==> config.mk <==
export PLATFORM = sky130hd
export DESIGN_NAME = timeout_table_manager_core
export DESIGN_NICKNAME = d
export VERILOG_FILES = /design/src/ttm_pkg.sv /design/src/ttm_front.sv /design/src/ttm_back.sv /design/src/timeout_table_manager_core.sv
export SDC_FILE = /design/constraint.sdc
export NUM_CORES = 2
export LEC_CHECK = 0
export ABC_AREA = 1
export BUFFER_PORTS_ARGS = -buffer_cell sky130_fd_sc_hd__buf_2
export CAP_MARGIN = 20
export CORE_MARGIN = 3
export CORE_UTILIZATION = 34
export DETAILED_ROUTE_END_ITERATION = 12
export SLEW_MARGIN = 20
export SYNTH_ARGS = -nofsm -noshare
export SYNTH_HDL_FRONTEND = slang
export SYNTH_SLANG_ARGS = --single-unit
==> constraint.sdc <==
create_clock -name clk -period 14.54 [get_ports clk]
set_clock_uncertainty 0.15 [all_clocks]
set_input_delay 0.727 -clock clk [delete_from_list [all_inputs] [get_ports clk]]
set_output_delay 0.727 -clock clk [all_outputs]
set_load 0.02 [all_outputs]
==> src/ttm_pkg.sv <==
`timescale 1ns / 1ps
// ----------------------------------------------------------------------------
// ttm_pkg
// shared types and codes of the timeout table manager
// ----------------------------------------------------------------------------
package ttm_pkg;

  typedef enum logic [1:0] {
    OP_CREATE = 2'd0,
    OP_REMOVE = 2'd1,
    OP_TICK   = 2'd2,
    OP_ACK    = 2'd3
  } op_t;

  typedef enum logic [2:0] {
    K_CREATED      = 3'd0,
    K_REMOVED      = 3'd1,
    K_NOT_FOUND    = 3'd2,
    K_TABLE_FULL   = 3'd3,
    K_FIRED        = 3'd4,
    K_TICK_NONE    = 3'd5,
    K_KEPT         = 3'd6,
    K_DONE_REMOVED = 3'd7
  } kind_t;

  localparam int MaxResults = 16;

  // one accepted item as it waits for the back end
  typedef struct packed {
    op_t         op;
    logic [31:0] timer_id;
    logic [31:0] duration_ms;
    logic        repeat_req;
  } cmd_t;

  // one result as it leaves the back end
  typedef struct packed {
    kind_t       kind;
    logic [31:0] result_id;
    logic        any_active;
    logic        last;
  } res_t;

  typedef enum logic [1:0] {
    ST_IDLE = 2'd0,
    ST_SCAN = 2'd1,
    ST_EMIT = 2'd2
  } state_t;

endpackage

==> src/ttm_front.sv <==
`timescale 1ns / 1ps
// ----------------------------------------------------------------------------
// ttm_front
// input stage and two-entry command queue in front of the table engine
// ----------------------------------------------------------------------------
module ttm_front (
  input  logic           clk,
  input  logic           rst,
  input  logic           in_valid,
  output logic           in_ready,
  input  ttm_pkg::cmd_t  in_cmd,
  output logic           cmd_valid,
  input  logic           cmd_ready,
  output ttm_pkg::cmd_t  cmd
);

  ttm_pkg::cmd_t q [2];
  logic          rd_ptr;
  logic          wr_ptr;
  logic [1:0]    count;
  logic          push;
  logic          pop;

  assign in_ready  = (count != 2'd2);
  assign cmd_valid = (count != 2'd0);
  assign cmd       = q[rd_ptr];
  assign push      = in_valid && in_ready;
  assign pop       = cmd_valid && cmd_ready;

  always_ff @(posedge clk) begin
    if (push) begin
      q[wr_ptr] <= in_cmd;
    end
    if (rst) begin
      rd_ptr <= 1'b0;
      wr_ptr <= 1'b0;
      count  <= 2'd0;
    end else begin
      if (push) wr_ptr <= ~wr_ptr;
      if (pop) rd_ptr <= ~rd_ptr;
      count <= count + {1'b0, push} - {1'b0, pop};
    end
  end

endmodule

==> src/ttm_back.sv <==
`timescale 1ns / 1ps
// ----------------------------------------------------------------------------
// ttm_back
// timer table and slot scanner: one slot per cycle unless a result waits
// on a full output; results through a one-entry output register
// ----------------------------------------------------------------------------
module ttm_back #(
  parameter int MAX_TIMERS = 16
) (
  input  logic          clk,
  input  logic          rst,
  input  logic          cmd_valid,
  output logic          cmd_ready,
  input  ttm_pkg::cmd_t cmd,
  output logic          res_valid,
  input  logic          res_ready,
  output ttm_pkg::res_t res
);

  localparam int IW = (MAX_TIMERS > 1) ? $clog2(MAX_TIMERS) : 1;
  localparam int RW = $clog2(ttm_pkg::MaxResults + 1);

  logic [MAX_TIMERS-1:0] slot_valid;
  logic [31:0]           slot_id       [MAX_TIMERS];
  logic [31:0]           slot_duration [MAX_TIMERS];
  logic [31:0]           slot_elapsed  [MAX_TIMERS];
  logic [MAX_TIMERS-1:0] slot_repeat;
  logic [MAX_TIMERS-1:0] slot_done;
  logic [31:0]           next_id;

  ttm_pkg::state_t state, state_next;
  ttm_pkg::cmd_t   cur;
  logic [IW-1:0]   idx;
  logic            found;
  logic [IW-1:0]   hit;
  logic [RW-1:0]   nres;
  // pending result waiting for the lookahead of any_active / last
  logic            pend;
  ttm_pkg::kind_t  pend_kind;
  logic [31:0]     pend_id;

  logic          scan_last;
  logic [31:0]   el_inc;
  logic          fire;
  logic          emit;
  logic          res_load;
  logic          out_free;
  logic          match;

  assign scan_last = (idx == IW'(MAX_TIMERS - 1));
  assign el_inc    = (slot_elapsed[idx] == 32'hFFFF_FFFF) ? slot_elapsed[idx]
                                                          : slot_elapsed[idx] + 32'd1;
  assign fire      = slot_valid[idx] && !slot_done[idx] && (el_inc >= slot_duration[idx]);
  assign match     = slot_valid[idx] && (slot_id[idx] == cur.timer_id);
  assign out_free  = !res_valid || res_ready;
  assign cmd_ready = (state == ttm_pkg::ST_IDLE);

  always_comb begin
    state_next = state;
    emit       = 1'b0;
    res_load   = 1'b0;
    unique case (state)
      ttm_pkg::ST_IDLE: if (cmd_valid) state_next = ttm_pkg::ST_SCAN;
      ttm_pkg::ST_SCAN: begin
        // a fire that is still reported pushes the earlier pending result out
        emit = (cur.op == ttm_pkg::OP_TICK) && fire && pend
               && (nres < RW'(ttm_pkg::MaxResults));
        res_load = emit && out_free;
        if (emit && !out_free) state_next = ttm_pkg::ST_SCAN;
        else if (scan_last) state_next = ttm_pkg::ST_EMIT;
      end
      ttm_pkg::ST_EMIT: begin
        res_load = out_free;
        if (out_free) state_next = ttm_pkg::ST_IDLE;
      end
      default: state_next = ttm_pkg::ST_IDLE;
    endcase
  end

  always_ff @(posedge clk) begin
    if (rst) begin
      state      <= ttm_pkg::ST_IDLE;
      slot_valid <= '0;
      next_id    <= 32'd1;
      res_valid  <= 1'b0;
      idx        <= '0;
      pend       <= 1'b0;
      found      <= 1'b0;
      nres       <= '0;
    end else begin
      state <= state_next;
      if (res_load) res_valid <= 1'b1;
      else if (res_ready) res_valid <= 1'b0;
      unique case (state)
        ttm_pkg::ST_IDLE: begin
          if (cmd_valid) begin
            cur   <= cmd;
            idx   <= '0;
            found <= 1'b0;
            pend  <= 1'b0;
            nres  <= '0;
            hit   <= '0;
          end
        end
        ttm_pkg::ST_SCAN: begin
          if (!(emit && !out_free)) begin
            case (cur.op)
              ttm_pkg::OP_CREATE: begin
                if (!found && !slot_valid[idx]) begin
                  found <= 1'b1;
                  hit   <= idx;
                end
              end
              ttm_pkg::OP_TICK: begin
                if (slot_valid[idx] && !slot_done[idx]) begin
                  slot_elapsed[idx] <= (fire && slot_repeat[idx]) ? 32'd0 : el_inc;
                  if (fire) begin
                    if (!slot_repeat[idx]) slot_done[idx] <= 1'b1;
                    if (nres < RW'(ttm_pkg::MaxResults)) begin
                      nres      <= nres + RW'(1);
                      pend      <= 1'b1;
                      pend_kind <= ttm_pkg::K_FIRED;
                      pend_id   <= slot_id[idx];
                    end
                  end
                end
              end
              default: begin
                if (!found && match) begin
                  found <= 1'b1;
                  hit   <= idx;
                end
              end
            endcase
            if (emit) begin
              res.kind       <= pend_kind;
              res.result_id  <= pend_id;
              res.any_active <= |slot_valid;
              res.last       <= 1'b0;
            end
            if (!scan_last) idx <= idx + IW'(1);
          end
        end
        ttm_pkg::ST_EMIT: begin
          if (out_free) begin
            res.last  <= 1'b1;
            case (cur.op)
              ttm_pkg::OP_CREATE: begin
                if (found) begin
                  slot_valid[hit]    <= 1'b1;
                  slot_id[hit]       <= next_id;
                  slot_duration[hit] <= cur.duration_ms;
                  slot_elapsed[hit]  <= 32'd0;
                  slot_repeat[hit]   <= cur.repeat_req;
                  slot_done[hit]     <= 1'b0;
                  next_id <= (next_id == 32'hFFFF_FFFF) ? 32'd1 : next_id + 32'd1;
                  res.kind       <= ttm_pkg::K_CREATED;
                  res.result_id  <= next_id;
                  res.any_active <= 1'b1;
                end else begin
                  res.kind       <= ttm_pkg::K_TABLE_FULL;
                  res.result_id  <= 32'd0;
                  res.any_active <= |slot_valid;
                end
              end
              ttm_pkg::OP_TICK: begin
                res.kind       <= pend ? pend_kind : ttm_pkg::K_TICK_NONE;
                res.result_id  <= pend ? pend_id : 32'd0;
                res.any_active <= |slot_valid;
              end
              default: begin
                if (!found) begin
                  res.kind       <= ttm_pkg::K_NOT_FOUND;
                  res.result_id  <= 32'd0;
                  res.any_active <= |slot_valid;
                end else if (cur.op == ttm_pkg::OP_REMOVE || slot_done[hit]) begin
                  slot_valid[hit] <= 1'b0;
                  res.kind <= (cur.op == ttm_pkg::OP_REMOVE) ? ttm_pkg::K_REMOVED
                                                              : ttm_pkg::K_DONE_REMOVED;
                  res.result_id  <= cur.timer_id;
                  res.any_active <= |(slot_valid & ~(MAX_TIMERS'(1) << hit));
                end else begin
                  res.kind       <= ttm_pkg::K_KEPT;
                  res.result_id  <= cur.timer_id;
                  res.any_active <= |slot_valid;
                end
              end
            endcase
          end
        end
        default: ;
      endcase
    end
  end

endmodule

==> src/timeout_table_manager_core.sv <==
`timescale 1ns / 1ps
// ----------------------------------------------------------------------------
// timeout_table_manager_core
// table of MAX_TIMERS millisecond timers driven by create, remove, tick and
// execute-acknowledge commands
// ----------------------------------------------------------------------------
// Every command walks all MAX_TIMERS slots in the table engine, one per
// cycle while no waiting result holds it up downstream, between the IDLE
// state that picks it up and the EMIT state for its final result. A
// two-entry command queue takes new items while the engine works. A tick
// returns one fired result per expiring timer in slot order, up to
// MaxResults (or one tick_none); any_active is the table occupancy
// after the step and last marks the final result of a command.
module timeout_table_manager_core #(
  parameter int MAX_TIMERS = 16
) (
  input  logic        clk,
  input  logic        rst,
  input  logic        s_axis_tvalid,
  output logic        s_axis_tready,
  // [31:0] timer_id, [63:32] duration_ms, [64] repeat_req, zero fill
  input  logic [71:0] s_axis_tdata,
  // [1:0] op
  input  logic [1:0]  s_axis_tuser,
  output logic        m_axis_tvalid,
  input  logic        m_axis_tready,
  // [31:0] result_id, [32] any_active, zero fill
  output logic [39:0] m_axis_tdata,
  // [2:0] kind
  output logic [2:0]  m_axis_tuser,
  output logic        m_axis_tlast
);

  ttm_pkg::cmd_t in_cmd;
  ttm_pkg::cmd_t cmd;
  ttm_pkg::res_t res;
  logic          cmd_valid;
  logic          cmd_ready;

  assign in_cmd.op          = ttm_pkg::op_t'(s_axis_tuser);
  assign in_cmd.timer_id    = s_axis_tdata[31:0];
  assign in_cmd.duration_ms = s_axis_tdata[63:32];
  assign in_cmd.repeat_req  = s_axis_tdata[64];

  ttm_front u_front (
    .clk       (clk),
    .rst       (rst),
    .in_valid  (s_axis_tvalid),
    .in_ready  (s_axis_tready),
    .in_cmd    (in_cmd),
    .cmd_valid (cmd_valid),
    .cmd_ready (cmd_ready),
    .cmd       (cmd)
  );

  ttm_back #(.MAX_TIMERS(MAX_TIMERS)) u_back (
    .clk       (clk),
    .rst       (rst),
    .cmd_valid (cmd_valid),
    .cmd_ready (cmd_ready),
    .cmd       (cmd),
    .res_valid (m_axis_tvalid),
    .res_ready (m_axis_tready),
    .res       (res)
  );

  assign m_axis_tdata = {7'd0, res.any_active, res.result_id};
  assign m_axis_tuser = res.kind;
  assign m_axis_tlast = res.last;

endmodule
Word level (Yosys, flattened, before mapping)
Memory sizes are Yosys's and may differ from the RTL's. A register that Yosys moved wholly into a read port is not among the register bits.
Index checks and enable logic that the tools add are counted.
{ "classes": {"addsub": 6, "n_lt_le_gt_ge": 6, "eq_ne": 25, "shifts": 1, "mux": 100, "bitwise_logic": 12, "reduce_logical": 45} }
{ "op_table": {"columns": ["operator", "count"], "rows": [
  ["two-way mux 16 bit", 11],
  ["two-way mux 32 bit", 5],
  ["two-way mux 37 bit", 3],
  ["case mux 37 bit (2 select lines)", 1],
  ["two-way mux 36 bit", 2],
  ["case mux 36 bit (2 select lines)", 1],
  ["adder 32 x 1 -> 32 bit, second input constant", 2],
  ["equality test 32 bit, second input constant", 2],
  ["case mux 16 bit (2 select lines)", 2],
  ["two-way mux 4 bit", 13],
  ["AND 16 bit", 3],
  ["two-way mux 35 bit", 1],
  ["two-way mux 1 bit", 34],
  ["equality test 32 bit", 1],
  [">= comparator 32 bit", 1],
  ["NOT 16 bit", 2],
  ["bitwise OR 16 bit", 2],
  ["OR reduction 16 bit", 2],
  ["OR reduction 32 bit", 1],
  ["two-way mux 5 bit", 6],
  ["case mux 4 bit (2 select lines)", 3],
  ["AND reduction 7 bit", 3],
  ["inequality test 2 x 1 -> 1 bit, second input constant", 9],
  ["binary-select mux 1 bit (select 4 bit)", 4],
  ["32 further kinds", 81]
]} }
{ "totals": {"ff_bits": 171, "ramBits": 1670, "in_bits": 78, "out_inout_bits": 46, "elab_cells": 218, "n_memories": 4} }
{ "mem_list": {"columns": ["memory", "words", "word_bits", "read_ports", "rd_ports_with_merged_regs", "wr", "line_no", "source"], "rows": [
  ["u_back.slot_duration", 16, 32, 1, 1, 1, "ttm_back.sv:25", "logic [31:0] slot_duration [MAX_TIMERS];"],
  ["u_back.slot_elapsed", 16, 32, 1, 1, 1, "ttm_back.sv:26", "logic [31:0] slot_elapsed [MAX_TIMERS];"],
  ["u_back.slot_id", 16, 32, 1, 1, 1, "ttm_back.sv:24", "logic [31:0] slot_id [MAX_TIMERS];"],
  ["u_front.q", 2, 67, 1, 1, 1, "ttm_front.sv:17", "ttm_pkg::cmd_t q [2];"]
]} }

Logic depth before layout (Yosys ltp)
{ "logic_depth": {"word_depth": 15, "mapped_depth": 35, "ltp_nobuf": 31} }

Modules after synthesis
Synthesis repeated with hierarchy kept, for this count alone.
{ "hier_totals": {"cells_unflattened": 6428, "hier_area_um2": 78914.4} }
{ "modules_own_cells": {"columns": ["module", "instances", "cells_each", "area_per_inst_um2", "seq_area_each_um2"], "rows": [
  ["ttm_back", 1, 6176, 73675.7, 52610.5],
  ["ttm_front", 1, 244, 5182.5, 4124.0],
  ["timeout_table_manager_core", 1, 8, 56.3, 0.0]
]} }

Worst setup path before layout
OpenSTA, ideal clock, no wires.
{ "synth_timing": {"path_kind": "register to register", "startpoint": "register with a tool-made name", "endpoint": "register, netlist name u_back.res[0]", "setup_ns": 0.487, "arrival_ns": 6.345, "required_time_ns": 13.903, "slack_ns": 7.557, "path_stages_with_launch": 27, "path_buffers": 6, "period_less_slack_ns": 6.983, "path_cell_list": "dfxtp_1 > buf_6 > inv_4 > buf_4 > buf_4 > buf_4 > o21ai_0 > o221ai_1 > nand3_1 > nand2_1 > ha_1 > inv_1 > nor2_2 > nand2_1 > nor2_4 > nand2_2 > buf_6 > buf_2 > nand2_1 > ha_1 > nand2_1 > nor4_1 > and3_1 > nand2_1 > a21oi_1 > nand2_1 > a211oi_1"} }

==> results.md <==
* PD cells at ~160 nW/µm²
* Vias per cell at 5.17
* Pins Over Slew Limit at 0
* Layout Nets at 6801
* Slowest stage delay, CP at approximately 0.94 ns
* Maximum clock rate at between 100 and 150 MHz
* Die H at between 400 and 500 µm
* Starting Density at 34.2%
* Initial antenna violation count at 1
* Drt initial violations at slightly below 5000
* HPWL Detailed at roughly 110000 µm
* First-pass GRT wire length at between 300000 and 400000 µm
* Clock power share at between 30% and 40%
* CP Capture Type: register
* Place WS at between 5 and 6 ns
* Dominant cell type by area after synthesis: edfxtp_1
* FF/Latch Area at 56700 µm²
* Commonest non-fill, non-tap cell in the layout: edfxtp_1
* Minimum clock period at 9.49 ns
* Top flip-flop cell by instance count after synthesis: edfxtp_1
* Max-cap violations at 0
* NetSw at 4390 µW
* Detailed Route WL at about 210000 µm
* Endpoints failing hold at 0
* Layout cell share with drive strength beyond 1 at a little over 8%
* Worst Path Required at 14.87 ns
* Status: finished clean
* Share of the synthesized area in the top cell type at about 70%
* Clock-pin transition on the worst setup and hold timing paths at roughly 0.06 ns
* Fin crit share at 65.3%
* Die width at 488 µm
* Wire per inst at about 21 µm
* Routability cong. at between 0.8 and 0.9
* Synthesized area at ~80000 µm²
* Pint at 10100 µW
* Final setup viols at 0
* Total grt overflow at 0
* Post-layout util at between 30% and 40%
* Site row count at 176
* PortBufs at ~110
* Post-synth EDFFs at around 1800
* Slew HR at just under 30%
* Io pins at 124
* TritonCTS clock tree: yes
* Hold crit path type: in2reg
* Post-synthesis cell count at 6600
* Vias in the first global route at just under 50000
* Hold_buf cts at 67
* Seq/Total Area, Yosys at a little under three quarters
* Area of the multi-input gates at roughly 19000 µm²
* Layout area overhead at 13.1%
* Cts bufs inserted at around 190
* Post-synthesis async set-or-reset flop share at 0%
* Post-CTS setup repair buffer count at 0
* Critical Path AT at between 9 and 10 ns
* Mean post-synth cell area at between 10 and 15 µm²
* Total track usage at between 10% and 20%
* Net Sw Frac at a little under a third
* Die ar. at 238000 µm²
* Antenna viol nets, final at 0
* Root Buffer: clkbuf_16
* Largest net degree at the start of global routing at 226
* Synth cell types at a little under 50
* # DRC at 0
* Drt pass-1 iters at 6
* Cell area after layout at ~89000 µm²
* Fillers at roughly 22000
* Diodes inserted at 0
* Post-route setup slack at ~5 ns
* CTS sink count at between 1500 and 2000
* Leak Pwr at 0.0305 µW
* Top post-synthesis cells by area: edfxtp_1 (70%), nand2_1 (5.1%), nor2_1 (4.5%), o21ai_0 (3.9%), nand3_1 (2.4%)
* Vias at approximately 51000
* Crit path max fanout at about 110
* Final TNS setup at 0 ns
* Startpoint Class: register
* Placed cell area at slightly above 80000 µm²
* CP max stage cell: buf_4
* # resized after CTS at 0
* Flop pwr share at between 40% and 50%
* Actual slew at the worst max-slew pin at approximately 1.1 ns
* Crit path kind: reg2reg
* Yosys warnings at 0
* RSZ-0062 raised after global routing: no
* H-tree Lvls at 4
* Commonest non-fill, non-tap cells in the layout: edfxtp_1 (1842), nand2_1 (1071), nor2_1 (926)
* Yosys reg bits at around 1900
* Logic pwr share at roughly 20%
* CORE AREA at roughly 230000 µm²
* VDD IR-drop max at ~0.11 mV
* Power Total at 14500 µW
* CTS Buffer Depth at 3
* Clk_lat worst skew at between 0.8 and 0.9 ns
* Worst path most repeated cell: nand2_1
-- power by group through the flow --
| stage | Clock, µW | Combinational, µW | Sequential, µW |
|---|---|---|---|
| global route | 5130 | 3240 | 6780 |
| floorplan | 0 | 2010 | 6800 |
| detailed placement | 0 | 2870 | 6870 |
| finish | 4820 | 2890 | 6750 |
| CTS | 4910 | 2890 | 6760 |
| global placement | 0 | 2820 | 6860 |
-- per-stage QoR --
stage                     hold WS (ns)  std cells
after floorplan                  0.294       6606
after global placement           0.309       9446
after detailed placement         0.325       9446
after CTS                        0.169       9856
after global routing             0.212       9858
final                            0.244       9858
-- critical path: cells and delay by family (launching register included) --
kind / cells / cell delay, ns
buffers and inverters: 6 / 2.90
and+or+nand+nor: 17 / 3.68
adders and majority gates: 1 / 0.30
AOI/OAI and AO/OA: 7 / 1.26
DFF: 1 / 0.67
-- flip-flops by register name (all words and copies together), names as in the netlist, 2 cells and up, named ones only --
signal / cells
u_front.count: 2
u_back.state: 2
u_front.q: 134
u_back.slot_id: 512
u_back.res: 37
u_back.slot_duration: 512
u_back.next_id: 32
u_back.cur: 67
u_back.slot_done: 16
u_back.hit: 4
u_back.slot_elapsed: 512
u_back.idx: 4
u_back.nres: 5
u_back.slot_repeat: 16
u_back.pend_id: 32
-- cell usage after synthesis (all sizes together) (2+ instances only) --
library cell / number
or2: 2
a211oi: 5
a221oi: 8
xor2: 21
clkinv: 4
o31ai: 4
dfxtp: 70
ha: 44
nand3: 382
nand4: 21
a21oi: 158
nand2: 1075
edfxtp: 1842
xnor2: 16
buf: 204
a31oi: 2
nor3: 50
nor2: 965
o211ai: 228
o21ai: 694
nor4: 8
o22ai: 84
inv: 408
o21a: 2
o221ai: 104
nor3b: 5
clkbuf: 185
-- area by class of cell --
type	instances	area share [%]
sequential	1912	63.6
timing repair buffer	272	2.26
clock buffer	234	5.54
clock inverter	109	1.27
multi-input combinational	3893	21.3
tap	3026	4.24
inverter	412	1.77
-- logic make-up after synthesis --
kind of cell	count (synthesis)	share of synthesized area, %
AOI/OAI and AO/OA	1295	9.68
xor gates and xnor gates	37	0.411
adders and majority gates	44	0.698
buffers and inverters	801	4.45
DFF	1912	71.9
other	1	0.00475
and+or+nand+nor	2510	12.9
-- path summary, 6_finish.rpt --
check,from,endpoint,slack [ns],cells past startpoint
setup / recovery,register,u_back.slot_elapsed[5][17],5.05,31
hold / removal,m_axis_tready,u_back.res_valid,0.24,4
hold reg to reg,u_front.count[1],u_front.count[1],0.33,1
setup reg to reg,register,u_back.slot_elapsed[5][17],5.05,31
-- metal layers --
metal | routed length, µm | GRT usage (%) | part of all wire [%] | vias up
met1 | 86700 | 22.8 | 42 | 25080
met4 | 5500 | 5.30 | 2.7 | 0
li1 | - | - | - | 23666
met2 | 101000 | 28.4 | 49 | 1862
met5 | 0 | 0 | 0 | -
met3 | 14000 | 2.52 | 6.8 | 331
Note: power is estimated with default switching activity, not from simulation.
